`src/rtl/wmlm_pkg.sv`:
```
package wmlm_pkg;

  // fixed field widths of the payload
  localparam int unsigned NUM_FIELDS    = 10;
  localparam int unsigned SAMPLE_BITS   = 16;
  localparam int unsigned LIMIT_BITS    = 16;
  localparam int unsigned CNT_BITS      = 32;
  localparam int unsigned CH_OUT_BITS   = 4;
  localparam int unsigned THR_BITS      = 4;
  localparam int unsigned CFG_IDX_BITS  = 3;
  localparam int unsigned CFG_DATA_BITS = 64;

  // parameter defaults
  localparam int unsigned DEF_CHANNELS = 10;
  localparam int unsigned DEF_WINDOW   = 5;

  // register indexes
  localparam logic [CFG_IDX_BITS-1:0] REG_THRESHOLD   = 3'd0;
  localparam logic [CFG_IDX_BITS-1:0] REG_LIMITS_BASE = 3'd1;

  // limit register layout within one channel pair
  localparam int unsigned LIMIT_ODD_OFS = 32;
  localparam int unsigned LIMIT_MAX_OFS = 16;

  localparam logic signed [LIMIT_BITS-1:0] LIMIT_MIN_RESET = 16'sh8000;
  localparam logic signed [LIMIT_BITS-1:0] LIMIT_MAX_RESET = 16'sh7FFF;

  localparam logic [CNT_BITS-1:0] CNT_MAX = '1;

  typedef struct packed {
    logic signed [SAMPLE_BITS-1:0] sample_9;
    logic signed [SAMPLE_BITS-1:0] sample_8;
    logic signed [SAMPLE_BITS-1:0] sample_7;
    logic signed [SAMPLE_BITS-1:0] sample_6;
    logic signed [SAMPLE_BITS-1:0] sample_5;
    logic signed [SAMPLE_BITS-1:0] sample_4;
    logic signed [SAMPLE_BITS-1:0] sample_3;
    logic signed [SAMPLE_BITS-1:0] sample_2;
    logic signed [SAMPLE_BITS-1:0] sample_1;
    logic signed [SAMPLE_BITS-1:0] sample_0;
  } in_t;

  typedef struct packed {
    logic [CNT_BITS-1:0]    anomaly_total;
    logic                   anomaly;
    logic [CH_OUT_BITS-1:0] channels_out;
    logic                   window_full;
    logic [CNT_BITS-1:0]    row_number;
  } out_t;

  // sample of one channel, by constant index
  function automatic logic [SAMPLE_BITS-1:0] sample_at(in_t d, int unsigned idx);
    logic [SAMPLE_BITS-1:0] s;
    case (idx)
      0:       s = d.sample_0;
      1:       s = d.sample_1;
      2:       s = d.sample_2;
      3:       s = d.sample_3;
      4:       s = d.sample_4;
      5:       s = d.sample_5;
      6:       s = d.sample_6;
      7:       s = d.sample_7;
      8:       s = d.sample_8;
      9:       s = d.sample_9;
      default: s = '0;
    endcase
    return s;
  endfunction

endpackage

```
`src/rtl/wmlm_cfg.sv`:
```
module wmlm_cfg #(
  parameter int unsigned CHANNELS = wmlm_pkg::DEF_CHANNELS,
  parameter int unsigned WINDOW   = wmlm_pkg::DEF_WINDOW,
  localparam int unsigned SUM_W   = wmlm_pkg::SAMPLE_BITS + $clog2(WINDOW)
) (
  input  logic                                   clk_i,
  input  logic                                   rst_ni,
  input  logic                                   cfg_we_i,
  input  logic [wmlm_pkg::CFG_IDX_BITS-1:0]      cfg_index_i,
  input  logic [wmlm_pkg::CFG_DATA_BITS-1:0]     cfg_data_i,
  output logic [wmlm_pkg::THR_BITS-1:0]          thr_o,
  output logic signed [SUM_W-1:0]                lim_lo_o [CHANNELS],
  output logic signed [SUM_W-1:0]                lim_hi_o [CHANNELS]
);

  localparam logic signed [SUM_W-1:0] SCALE    = SUM_W'(WINDOW);
  localparam logic signed [SUM_W-1:0] RESET_LO = SUM_W'(wmlm_pkg::LIMIT_MIN_RESET) * SCALE;
  localparam logic signed [SUM_W-1:0] RESET_HI = SUM_W'(wmlm_pkg::LIMIT_MAX_RESET) * SCALE;

  logic [wmlm_pkg::THR_BITS-1:0] thr_q;

  always_ff @(posedge clk_i or negedge rst_ni) begin
    if (!rst_ni) begin
      thr_q <= '0;
    end else if (cfg_we_i && cfg_index_i == wmlm_pkg::REG_THRESHOLD) begin
      thr_q <= cfg_data_i[wmlm_pkg::THR_BITS-1:0];
    end
  end

  assign thr_o = thr_q;

  // limits are kept already scaled by the window length
  for (genvar ch = 0; ch < CHANNELS; ch++) begin : g_lim
    localparam int unsigned MIN_LSB = (ch % 2) * wmlm_pkg::LIMIT_ODD_OFS;
    localparam int unsigned MAX_LSB = MIN_LSB + wmlm_pkg::LIMIT_MAX_OFS;
    localparam logic [wmlm_pkg::CFG_IDX_BITS-1:0] IDX =
      wmlm_pkg::REG_LIMITS_BASE + wmlm_pkg::CFG_IDX_BITS'(ch / 2);

    logic signed [wmlm_pkg::LIMIT_BITS-1:0] wr_min;
    logic signed [wmlm_pkg::LIMIT_BITS-1:0] wr_max;
    logic signed [SUM_W-1:0]                lo_q;
    logic signed [SUM_W-1:0]                hi_q;

    assign wr_min = $signed(cfg_data_i[MIN_LSB +: wmlm_pkg::LIMIT_BITS]);
    assign wr_max = $signed(cfg_data_i[MAX_LSB +: wmlm_pkg::LIMIT_BITS]);

    always_ff @(posedge clk_i or negedge rst_ni) begin
      if (!rst_ni) begin
        lo_q <= RESET_LO;
        hi_q <= RESET_HI;
      end else if (cfg_we_i && cfg_index_i == IDX) begin
        lo_q <= SUM_W'(wr_min) * SCALE;
        hi_q <= SUM_W'(wr_max) * SCALE;
      end
    end

    assign lim_lo_o[ch] = lo_q;
    assign lim_hi_o[ch] = hi_q;
  end

endmodule

```
`src/rtl/wmlm_accum.sv`:
```
module wmlm_accum #(
  parameter int unsigned CHANNELS = wmlm_pkg::DEF_CHANNELS,
  parameter int unsigned WINDOW   = wmlm_pkg::DEF_WINDOW,
  localparam int unsigned SUM_W   = wmlm_pkg::SAMPLE_BITS + $clog2(WINDOW)
) (
  input  logic                                clk_i,
  input  logic                                rst_ni,
  input  logic                                acc_en_i,
  input  wmlm_pkg::in_t                       in_data_i,
  output logic signed [SUM_W-1:0]             sum_o [CHANNELS],
  output logic [wmlm_pkg::CNT_BITS-1:0]       row_count_o,
  output logic                                full_o
);

  localparam int unsigned SB     = wmlm_pkg::SAMPLE_BITS;
  localparam int unsigned SLOT_W = $clog2(WINDOW);
  localparam int unsigned ROW_W  = CHANNELS * SB;

  logic [ROW_W-1:0] mem [WINDOW];
  logic [ROW_W-1:0] rd_q;
  logic [ROW_W-1:0] wr_row;

  logic [SLOT_W-1:0]             slot_q, slot_d;
  logic                          full_q;
  logic [wmlm_pkg::CNT_BITS-1:0] row_q;
  logic signed [SUM_W-1:0]       sum_q [CHANNELS];
  logic signed [SUM_W-1:0]       sum_d [CHANNELS];

  assign slot_d = (slot_q == SLOT_W'(WINDOW - 1)) ? '0 : slot_q + SLOT_W'(1);

  for (genvar ch = 0; ch < CHANNELS; ch++) begin : g_ch
    logic signed [SB-1:0]    nw;
    logic signed [SB-1:0]    od;
    logic signed [SUM_W-1:0] od_x;

    assign nw = $signed(wmlm_pkg::sample_at(in_data_i, ch));
    assign od = $signed(rd_q[ch*SB +: SB]);
    assign wr_row[ch*SB +: SB] = nw;
    // oldest row leaves the sum only once the ring has wrapped
    assign od_x = full_q ? SUM_W'(od) : '0;
    assign sum_d[ch] = sum_q[ch] - od_x + SUM_W'(nw);
  end

  always_ff @(posedge clk_i or negedge rst_ni) begin
    if (!rst_ni) begin
      slot_q <= '0;
      full_q <= 1'b0;
      row_q  <= '0;
      for (int i = 0; i < CHANNELS; i++) begin
        sum_q[i] <= '0;
      end
    end else if (acc_en_i) begin
      slot_q <= slot_d;
      full_q <= full_q | (slot_q == SLOT_W'(WINDOW - 1));
      if (row_q != wmlm_pkg::CNT_MAX) begin
        row_q <= row_q + wmlm_pkg::CNT_BITS'(1);
      end
      sum_q <= sum_d;
    end
  end

  // ring of rows; the read port prefetches the row the next transfer replaces
  always_ff @(posedge clk_i) begin
    if (acc_en_i) begin
      mem[slot_q] <= wr_row;
      rd_q        <= mem[slot_d];
    end
  end

  assign sum_o       = sum_q;
  assign row_count_o = row_q;
  assign full_o      = full_q;

endmodule

```
`src/rtl/wmlm_judge.sv`:
```
module wmlm_judge #(
  parameter int unsigned CHANNELS = wmlm_pkg::DEF_CHANNELS,
  parameter int unsigned WINDOW   = wmlm_pkg::DEF_WINDOW,
  localparam int unsigned SUM_W   = wmlm_pkg::SAMPLE_BITS + $clog2(WINDOW)
) (
  input  logic                            clk_i,
  input  logic                            rst_ni,
  input  logic                            load_i,
  input  logic signed [SUM_W-1:0]         sum_i [CHANNELS],
  input  logic signed [SUM_W-1:0]         lim_lo_i [CHANNELS],
  input  logic signed [SUM_W-1:0]         lim_hi_i [CHANNELS],
  input  logic [wmlm_pkg::THR_BITS-1:0]   thr_i,
  input  logic [wmlm_pkg::CNT_BITS-1:0]   row_count_i,
  input  logic                            full_i,
  output wmlm_pkg::out_t                  out_o
);

  localparam int unsigned CNT_W = $clog2(CHANNELS + 1);

  logic [CNT_W-1:0]                 cnt;
  logic [wmlm_pkg::CH_OUT_BITS-1:0] chan_out;
  logic                             anomaly;
  logic [wmlm_pkg::CNT_BITS-1:0]    total_q, total_d;
  wmlm_pkg::out_t                   out_q;

  always_comb begin
    cnt = '0;
    for (int ch = 0; ch < CHANNELS; ch++) begin
      if (sum_i[ch] < lim_lo_i[ch] || sum_i[ch] > lim_hi_i[ch]) begin
        cnt = cnt + CNT_W'(1);
      end
    end
  end

  assign chan_out = full_i ? wmlm_pkg::CH_OUT_BITS'(cnt) : '0;
  assign anomaly  = full_i && (chan_out > thr_i);
  assign total_d  = (anomaly && total_q != wmlm_pkg::CNT_MAX) ?
                    total_q + wmlm_pkg::CNT_BITS'(1) : total_q;

  always_ff @(posedge clk_i or negedge rst_ni) begin
    if (!rst_ni) begin
      total_q <= '0;
    end else if (load_i) begin
      total_q <= total_d;
    end
  end

  always_ff @(posedge clk_i) begin
    if (load_i) begin
      out_q.row_number    <= row_count_i;
      out_q.window_full   <= full_i;
      out_q.channels_out  <= chan_out;
      out_q.anomaly       <= anomaly;
      out_q.anomaly_total <= total_d;
    end
  end

  assign out_o = out_q;

endmodule

```
`src/rtl/windowed_mean_limit_monitor_core.sv`:
```
// an input row passes the stage 1 sum registers and then the stage 2
//   result register before out_valid_o rises
// throughput: one row per cycle unless out_ready_i holds stage 2 back,
//   set by the running-sum update and the limit compare stage behind it
// reset: control, counters, sums, threshold and limits reset at once;
//   the row ring is not cleared; its rows only enter the sums once written
module windowed_mean_limit_monitor_core #(
  parameter int unsigned CHANNELS = wmlm_pkg::DEF_CHANNELS,
  parameter int unsigned WINDOW   = wmlm_pkg::DEF_WINDOW,
  localparam int unsigned SUM_W   = wmlm_pkg::SAMPLE_BITS + $clog2(WINDOW)
) (
  input  logic                               clk_i,
  input  logic                               rst_ni,
  // sample rows
  input  logic                               in_valid_i,
  output logic                               in_ready_o,
  input  wmlm_pkg::in_t                      in_data_i,
  // results
  output logic                               out_valid_o,
  input  logic                               out_ready_i,
  output wmlm_pkg::out_t                     out_data_o,
  // register writes
  input  logic                               cfg_valid_i,
  output logic                               cfg_ready_o,
  input  logic [wmlm_pkg::CFG_IDX_BITS-1:0]  cfg_index_i,
  input  logic [wmlm_pkg::CFG_DATA_BITS-1:0] cfg_data_i
);

  // stage 1: running sums and counters (in the accumulator)
  // stage 2: limit compare and anomaly count, into the result register
  logic s1_valid_q;
  logic out_valid_q;
  logic s1_go;
  logic in_xfer;

  logic [wmlm_pkg::THR_BITS-1:0] thr;
  logic signed [SUM_W-1:0]       lim_lo [CHANNELS];
  logic signed [SUM_W-1:0]       lim_hi [CHANNELS];
  logic signed [SUM_W-1:0]       sum [CHANNELS];
  logic [wmlm_pkg::CNT_BITS-1:0] row_count;
  logic                          full;

  // register writes are always taken
  assign cfg_ready_o = 1'b1;

  // stage 1 moves on when the result register is empty or being drained
  assign s1_go      = !out_valid_q || out_ready_i;
  // a new row may enter while stage 1 hands its row on in the same cycle
  assign in_ready_o = !s1_valid_q || s1_go;
  assign in_xfer    = in_valid_i && in_ready_o;

  always_ff @(posedge clk_i or negedge rst_ni) begin
    if (!rst_ni) begin
      s1_valid_q  <= 1'b0;
      out_valid_q <= 1'b0;
    end else begin
      if (in_xfer) begin
        s1_valid_q <= 1'b1;
      end else if (s1_go) begin
        s1_valid_q <= 1'b0;
      end
      if (s1_valid_q && s1_go) begin
        out_valid_q <= 1'b1;
      end else if (out_ready_i) begin
        out_valid_q <= 1'b0;
      end
    end
  end

  assign out_valid_o = out_valid_q;

  wmlm_cfg #(
    .CHANNELS (CHANNELS),
    .WINDOW   (WINDOW)
  ) u_cfg (
    .clk_i       (clk_i),
    .rst_ni      (rst_ni),
    .cfg_we_i    (cfg_valid_i),
    .cfg_index_i (cfg_index_i),
    .cfg_data_i  (cfg_data_i),
    .thr_o       (thr),
    .lim_lo_o    (lim_lo),
    .lim_hi_o    (lim_hi)
  );

  // the sum registers hold the row in stage 1; a row entering on the same
  // edge that stage 2 samples them overwrites them only after that sample
  wmlm_accum #(
    .CHANNELS (CHANNELS),
    .WINDOW   (WINDOW)
  ) u_accum (
    .clk_i       (clk_i),
    .rst_ni      (rst_ni),
    .acc_en_i    (in_xfer),
    .in_data_i   (in_data_i),
    .sum_o       (sum),
    .row_count_o (row_count),
    .full_o      (full)
  );

  wmlm_judge #(
    .CHANNELS (CHANNELS),
    .WINDOW   (WINDOW)
  ) u_judge (
    .clk_i       (clk_i),
    .rst_ni      (rst_ni),
    .load_i      (s1_valid_q && s1_go),
    .sum_i       (sum),
    .lim_lo_i    (lim_lo),
    .lim_hi_i    (lim_hi),
    .thr_i       (thr),
    .row_count_i (row_count),
    .full_i      (full),
    .out_o       (out_data_o)
  );

endmodule
```
`config.mk`:
```
export PLATFORM = sky130hd
export DESIGN_NAME = windowed_mean_limit_monitor_core
export DESIGN_NICKNAME = d
export VERILOG_FILES = /design/src/rtl/wmlm_pkg.sv /design/src/rtl/wmlm_cfg.sv /design/src/rtl/wmlm_accum.sv /design/src/rtl/wmlm_judge.sv /design/src/rtl/windowed_mean_limit_monitor_core.sv
export SDC_FILE = /design/constraint.sdc
export NUM_CORES = 2
export LEC_CHECK = 0
export ABC_AREA = 1
export BUFFER_PORTS_ARGS = -buffer_cell sky130_fd_sc_hd__buf_4
export CAP_MARGIN = 20
export CORE_MARGIN = 1.5
export CORE_UTILIZATION = 65
export CTS_BUF_LIST = sky130_fd_sc_hd__clkbuf_2
export DETAILED_ROUTE_END_ITERATION = 6
export MAX_ROUTING_LAYER = met4
export PLACE_DENSITY = 0.84
export SYNTH_ARGS = -nofsm -noshare
export SYNTH_HDL_FRONTEND = slang
export SYNTH_SLANG_ARGS = --single-unit
```
`constraint.sdc`:
```
create_clock -name clk_i -period 23 [get_ports clk_i]
set_clock_uncertainty 0.2 [all_clocks]
set_input_delay 2.3 -clock clk_i [delete_from_list [all_inputs] [get_ports clk_i]]
set_output_delay 2.3 -clock clk_i [all_outputs]
set_load 0.1 [all_outputs]
```
After elaboration in Yosys (flattened, before gate mapping)
Memories as Yosys holds them, arrays and structs flattened. A register that Yosys moved wholly into a read port is not among the register bits.
Cells that the tools add are included.
W data, S select, Z words.
{"block": "word_totals", "ff_bits": 714, "ram_bits": 800, "inputBits": 232, "memories": 1, "output_inout_bits": 73}
{"name": "u_accum.mem", "words": 5, "word_bits": 160, "rd": 1, "rd_ports_with_merged_regs": 1, "write_ports": 1, "line_no": "wmlm_accum.sv:19", "rtl": "logic [ROW_W-1:0] mem [WINDOW];"}
{"block": "classes", "multipliers": 4, "n_bitwise": 1, "order_cmp": 21, "n_eq_ne": 8, "n_mux": 29, "n_addsub": 32, "n_reduce_logical": 28}
{"op": "$add A19 B16 Y19", "count": 10}
{"op": "$gt A19 B19 Y1", "count": 10}
{"op": "$lt A19 B19 Y1", "count": 10}
{"op": "$mux W19", "count": 10}
{"op": "$sub A19 B19 Y19", "count": 10}
{"op": "$mul A16 B4 Y19 const B", "count": 4}
{"op": "$add A32 B1 Y32 const B", "count": 2}
{"op": "$ne A32 B32 Y1 const B", "count": 2}
{"op": "$mux W4", "count": 10}
{"op": "$add A4 B1 Y4 const B", "count": 8}
{"op": "$mux W32", "count": 1}
{"op": "$logic_or A1 B1 Y1", "count": 12}
{"op": "$logic_and A1 B1 Y1", "count": 10}
{"op": "$eq A3 B3 Y1 const B", "count": 3}
{"op": "$mux W1", "count": 7}
{"op": "$eq A3 B2 Y1 const B", "count": 2}
{"op": "$gt A4 B4 Y1", "count": 1}
{"op": "$reduce_bool A2 Y1", "count": 2}
{"op": "$add A3 B1 Y3 const B", "count": 1}
{"op": "$eq A3 B1 Y1 const B", "count": 1}
{"op": "$logic_not A3 Y1", "count": 1}
{"op": "$mux W3", "count": 1}
{"op": "$add A1 B1 Y2 const B", "count": 1}
{"op": "$logic_not A1 Y1", "count": 2}
{"op": "other kinds (2)", "count": 2}

Longest topological paths before layout
{"block": "logic_depth", "word_depth": 26, "ltp_mapped": 61, "depth_no_buf": 61}

Modules after synthesis
A second synthesis with hierarchy kept.
{"block": "unflattened", "hier_cells": 10873, "area_unflattened_um2": 95517.9}
{"mod": "wmlm_accum", "cells_per_inst": 6533, "seq_area_each_um2": 34483.1, "area_each_um2": 61783.0, "instances": 1}
{"mod": "wmlm_cfg", "cells_per_inst": 2178, "seq_area_each_um2": 9834.4, "area_each_um2": 18527.8, "instances": 1}
{"mod": "wmlm_judge", "cells_per_inst": 2148, "seq_area_each_um2": 2902.8, "area_each_um2": 15100.7, "instances": 1}
{"mod": "windowed_mean_limit_monitor_core", "cells_per_inst": 14, "seq_area_each_um2": 50.0, "area_each_um2": 106.4, "instances": 1}

Worst setup path after synthesis
Ideal clock, no wire load.
{"block": "synth_path", "path_type": "input port to flip-flop", "startpoint": "input port out_ready_i", "endpoint": "memory u_accum.mem[0][0] (netlist name) (enable)", "arrival_time_ps": 18623, "path_buffers": 3, "path_slack_ps": 3106, "cell_stages": 7, "setup_time_ps": 1071, "required_ps": 21729, "cell_sequence": "inv_1 nand3_2 nand2_2 clkbuf_1 clkbuf_1 clkbuf_1 nor4_1"}
{"block": "synth_via", "elab_chain_cells": 5}
{"item": "from (decl)", "line_no": "windowed_mean_limit_monitor_core.sv:20", "rtl": "input logic out_ready_i,"}
{"item": "$logic_or A1 B1 Y1", "line_no": "windowed_mean_limit_monitor_core.sv:47", "rtl": "assign s1_go = !out_valid_q || out_ready_i;"}
{"item": "$logic_or A1 B1 Y1", "line_no": "windowed_mean_limit_monitor_core.sv:49", "rtl": "assign in_ready_o = !s1_valid_q || s1_go;"}
{"item": "named net in_ready_o", "line_no": "windowed_mean_limit_monitor_core.sv:16", "rtl": "output logic in_ready_o,"}
{"item": "$logic_and A1 B1 Y1", "line_no": "windowed_mean_limit_monitor_core.sv:50", "rtl": "assign in_xfer = in_valid_i && in_ready_o;"}
{"item": "$mux W1", "line_no": "wmlm_accum.sv:64", "rtl": "if (acc_en_i) begin"}
{"item": "$mux W1 (implied by the code)", "line_no": "wmlm_accum.sv:65", "rtl": "mem[slot_q] <= wr_row;"}
{"item": "to (decl)", "line_no": "wmlm_accum.sv:19"}
The timed path passes the listed nets, and every way through them passes these cells.

Worst setup path after layout
{"block": "layout_path", "startpoint": "register u_cfg.g_lim[1].hi_q[10]", "endpoint": "register u_judge.total_q[27] (netlist name)"}
{"block": "layout_via", "elab_chain_cells": 24}
{"item": "from (decl)", "line_no": "wmlm_cfg.sv:42", "rtl": "logic signed [SUM_W-1:0] hi_q;"}
{"item": "from (signal assigned)", "line_no": "wmlm_cfg.sv:53", "rtl": "hi_q <= SUM_W'(wr_max) * SCALE;"}
{"item": "$gt A19 B19 Y1 (*)", "line_no": "wmlm_judge.sv:29", "rtl": "if (sum_i[ch] < lim_lo_i[ch] || sum_i[ch] > lim_hi_i[ch]) begin"}
{"item": "$logic_or A1 B1 Y1 (*)", "line_no": "wmlm_judge.sv:29"}
{"item": "$mux W4 (*)", "line_no": "wmlm_judge.sv:29"}
{"item": "$add A4 B1 Y4", "line_no": "wmlm_judge.sv:30", "rtl": "cnt = cnt + CNT_W'(1);"}
{"item": "$mux W4 (*)", "line_no": "wmlm_judge.sv:29"}
{"item": "$add A4 B1 Y4", "line_no": "wmlm_judge.sv:30"}
{"item": "$mux W4 (*)", "line_no": "wmlm_judge.sv:29"}
{"item": "$add A4 B1 Y4", "line_no": "wmlm_judge.sv:30"}
{"item": "[... 11 more ...]"}
{"item": "$mux W4 (*)", "line_no": "wmlm_judge.sv:35", "rtl": "assign chan_out = full_i ? wmlm_pkg::CH_OUT_BITS'(cnt) : '0;"}
{"item": "named net u_judge.chan_out, one bit", "line_no": "wmlm_judge.sv:21", "rtl": "logic [wmlm_pkg::CH_OUT_BITS-1:0] chan_out;"}
{"item": "$gt A4 B4 Y1 (*)", "line_no": "wmlm_judge.sv:36", "rtl": "assign anomaly = full_i && (chan_out > thr_i);"}
{"item": "$logic_and A1 B1 Y1 (*)", "line_no": "wmlm_judge.sv:36"}
{"item": "named net u_judge.anomaly", "line_no": "wmlm_judge.sv:22", "rtl": "logic anomaly;"}
{"item": "$logic_and A1 B1 Y1 (*)", "line_no": "wmlm_judge.sv:37", "rtl": "assign total_d = (anomaly && total_q != wmlm_pkg::CNT_MAX) ?"}
{"item": "$mux W32 (*)", "line_no": "wmlm_judge.sv:37"}
{"item": "named net u_judge.total_d, one bit", "line_no": "wmlm_judge.sv:23", "rtl": "logic [wmlm_pkg::CNT_BITS-1:0] total_q, total_d;"}
{"item": "to (signal assigned)", "line_no": "wmlm_judge.sv:44", "rtl": "total_q <= total_d;"}
{"item": "to (decl)", "line_no": "wmlm_judge.sv:23"}
The timed path passes the listed nets; every way through them passes the cells marked *.
A chain may end at the register's enable or synchronous reset.

==> results.md <==
- Status: completed
- CORE AREA: 0.1375 mm²
- Max_slew headroom: 0.1241
- CTS tree: yes
- Sequential fraction of the synthesis area: 0.5254
- Max Cap Viol: 0
- Worst path bufs/invs: 6
- H-tree levels: 5
- Post-synthesis cell count: around 9200
- Vias in the first global route: around 68000
- Biggest area consumer among synthesized cells: edfxtp_1
- Post-CTS Setup Inserts: 0
- Final min period: about 9000 ps
- Layout cells sized above 1: 0.1322
- CTS Root Cell: clkbuf_2
- Total wire length: 233500 µm
- Worst-Margin Slew: 1314 ps
- Vias post-DR: 67520
- Setup TNS: 0 ps
- RSZ-0062 raised after global routing: false
- Largest net degree at the start of global routing: slightly above 200
- Max stage delay on crit path: 550 ps
- FP Rows: roughly 140
- Count of input and output buffers: between 300 and 400
- Area grow syn2layout: 9.069%
- Critical path data required time: 24360 ps
- I/O Pins: between 300 and 400
- Final setup fails: 0
- Vias per inst: between 5 and 6
- Clock Sinks: 1674
- Final nets: about 11000
- Grt ovf: 0
- Die W: 375.0 µm
- Antenna violations before repair: 14
- Synth unique cells: 61
- Type of the worst setup path: register to register
- Hold buffers post-CTS: 0
- Fin. Hold Viols: 0
- Yosys warning count: 0
- Post-DP HPWL: approximately 160000 µm
- CP delay by family, top: simple AND/OR/NAND/NOR gates
- GRT met2 Usage: 0.5437
- Synth top area share: 0.3438
- PostCTS Resize Cnt: 0
- Max Slew Vio Count: 0
- Max FO, Critical Path: 7
- Die footprint: 0.1407 mm²
- Met3 GRT Util: 0.05370
- Setup WS post-layout: around 14000 ps
- Pre-Repair DR Iteration Count: 6
- DRT iter0 DRCs: approximately 6200
- Path type of the worst min-delay path: register to register
- Commonest non-fill, non-tap cells in the layout: inv_1 (1571), nand2_1 (1524), edfxtp_1 (1030)
- Worst EP arrival: 10460 ps
- Busiest grt layer: met2
- Most common cell after layout, fill and taps aside: inv_1
- WL per Instance: 19.70 µm
- Height of the chip: 375.0 µm
- Critical Path End Type: register
- Period utilization: 0.3958
- Crit path top cell by count: nand2_1
- Global placer's final weighted congestion: ~0.95
- Crit start category: register
- Mapped Nets: 10300
- First-pass GRT wire length: between 300000 and 400000 µm
- Clock network latency to the later pin of the worst-skew pair: 1850 ps
- Max stage delay cell, worst path: dfstp_2
- Post-route ant nets: 0
- Tot GR Track Use: 0.3445
- Largest cells by area after synthesis: edfxtp_1 (34%), dfrtp_1 (13%), ha_1 (9.8%), inv_1 (6.6%), nand2_1 (6.4%)
- #FFs+latches synth: ~1700
- Place WS: about 14000 ps
- Initial core utilization: 0.6543
- Clock buffer count from CTS: 424
- Fmax: 109.9 MHz
- Avg Inst Size Synth: 9.796 µm²
- Met1 GRT Util: 0.4391
- Residual DRC: 0
- Synth Cell Area: ~0.090 mm²
- Max Root-Sink Buffers: 4
- Clock-pin slew on the worst setup and hold paths: 100 ps
- Final core utilization: 0.7137
-- cell type report --
cell class / instances / area, µm²
clock inverters: 135 / 694.4
diodes: 15 / 37.54
flip-flops and latches: 1674 / 47280
well taps: 1794 / 2245
inverters: 1582 / 5949
clock buffers: 631 / 3158
fillers: 9929 / 39370
repair buffers: 382 / 2983
multi-input cells: 5640 / 35780
-- per-layer routing --
layer	vias up	part of all wire
met5	-	0
met4	0	0.048
met3	646	0.079
met2	2905	0.47
met1	32250	0.40
li1	31720	-
-- cell families after synthesis --
logic type / share of synthesized area
XOR/XNOR: 0.02424
flip-flops: 0.5254
adder cells (fa/ha/maj): 0.1386
AND/OR/NAND/NOR: 0.1194
buffers and inverters: 0.07813
other: 0.00004168
AO/OA/AOI/OAI: 0.1142
-- through the flow --
stage               std cells  hold slack, ps  instance area (µm²)
finish                  11850           266.1                98130
global route            11850           270.1                98120
CTS                     11840           266.8                98060
detailed placement      11070           243.0                94210
global placement        11070           231.3                94170
floorplan                9184           219.6                89970
-- path summary, 6_finish.rpt --
check                           cells past startpoint  slack (ps)                                start                              end
worst max-delay path                               57       13900  u_cfg.g_lim[1].hi_q[10]$_DFFE_PN1P_  u_judge.total_q[27]$_DFFE_PN0P_
worst min-delay path                                0         270  u_accum.row_count_o[23]$_DFFE_PN0P_      u_judge.out_o[23]$_DFFE_PP_
worst max register to register                     57       13900  u_cfg.g_lim[1].hi_q[10]$_DFFE_PN1P_  u_judge.total_q[27]$_DFFE_PN0P_
worst min register to register                      0         270  u_accum.row_count_o[23]$_DFFE_PN0P_      u_judge.out_o[23]$_DFFE_PP_
max in group asynchronous                           5       18230                               rst_ni   u_accum.sum_o[126]$_DFFE_PN0P_
min in group asynchronous                           1         390                               rst_ni   u_accum.sum_o[181]$_DFFE_PN0P_
-- registers in the layout (all words and copies together), names as in the netlist --
register / count
u_judge.total_q: 32
u_cfg.g_lim.lo_q: 190
u_cfg.g_lim.hi_q: 190
u_judge.out_o: 70
u_accum.full_o: 1
u_cfg.thr_o: 4
s1_valid_q: 1
u_accum.slot_q: 3
u_accum.sum_o: 190
out_valid_o: 1
u_accum.row_count_o: 32
u_accum.mem: 800
u_accum.rd_q: 160
-- Yosys cell counts, drive strengths merged --
cell type and n:
a2111oi 1, a211o 1, a211oi 13, a21boi 8, a21o 22, a21oi 360, a221o 1, a221oi 2
a31o 5, a31oi 186, and2 3, and3 1, buf 25, clkbuf 263, conb 1, dfrtp 464
dfstp 180, edfxtp 1030, fa 184, ha 702, inv 1582, nand2 1539, nand3 182, nand3b 6
nand4 64, nor2 736, nor3 55, nor3b 4, nor4 24, nor4b 3, o211ai 11, o21a 4
o21ai 1036, o21bai 173, o221ai 6, o22ai 19, o311ai 3, o31ai 9, o41ai 3, or2 22
or4 2, xnor2 99, xor2 150
Power is not shown: default switching activity piles up to over one toggle a cycle in this logic, so the estimate is an artifact.
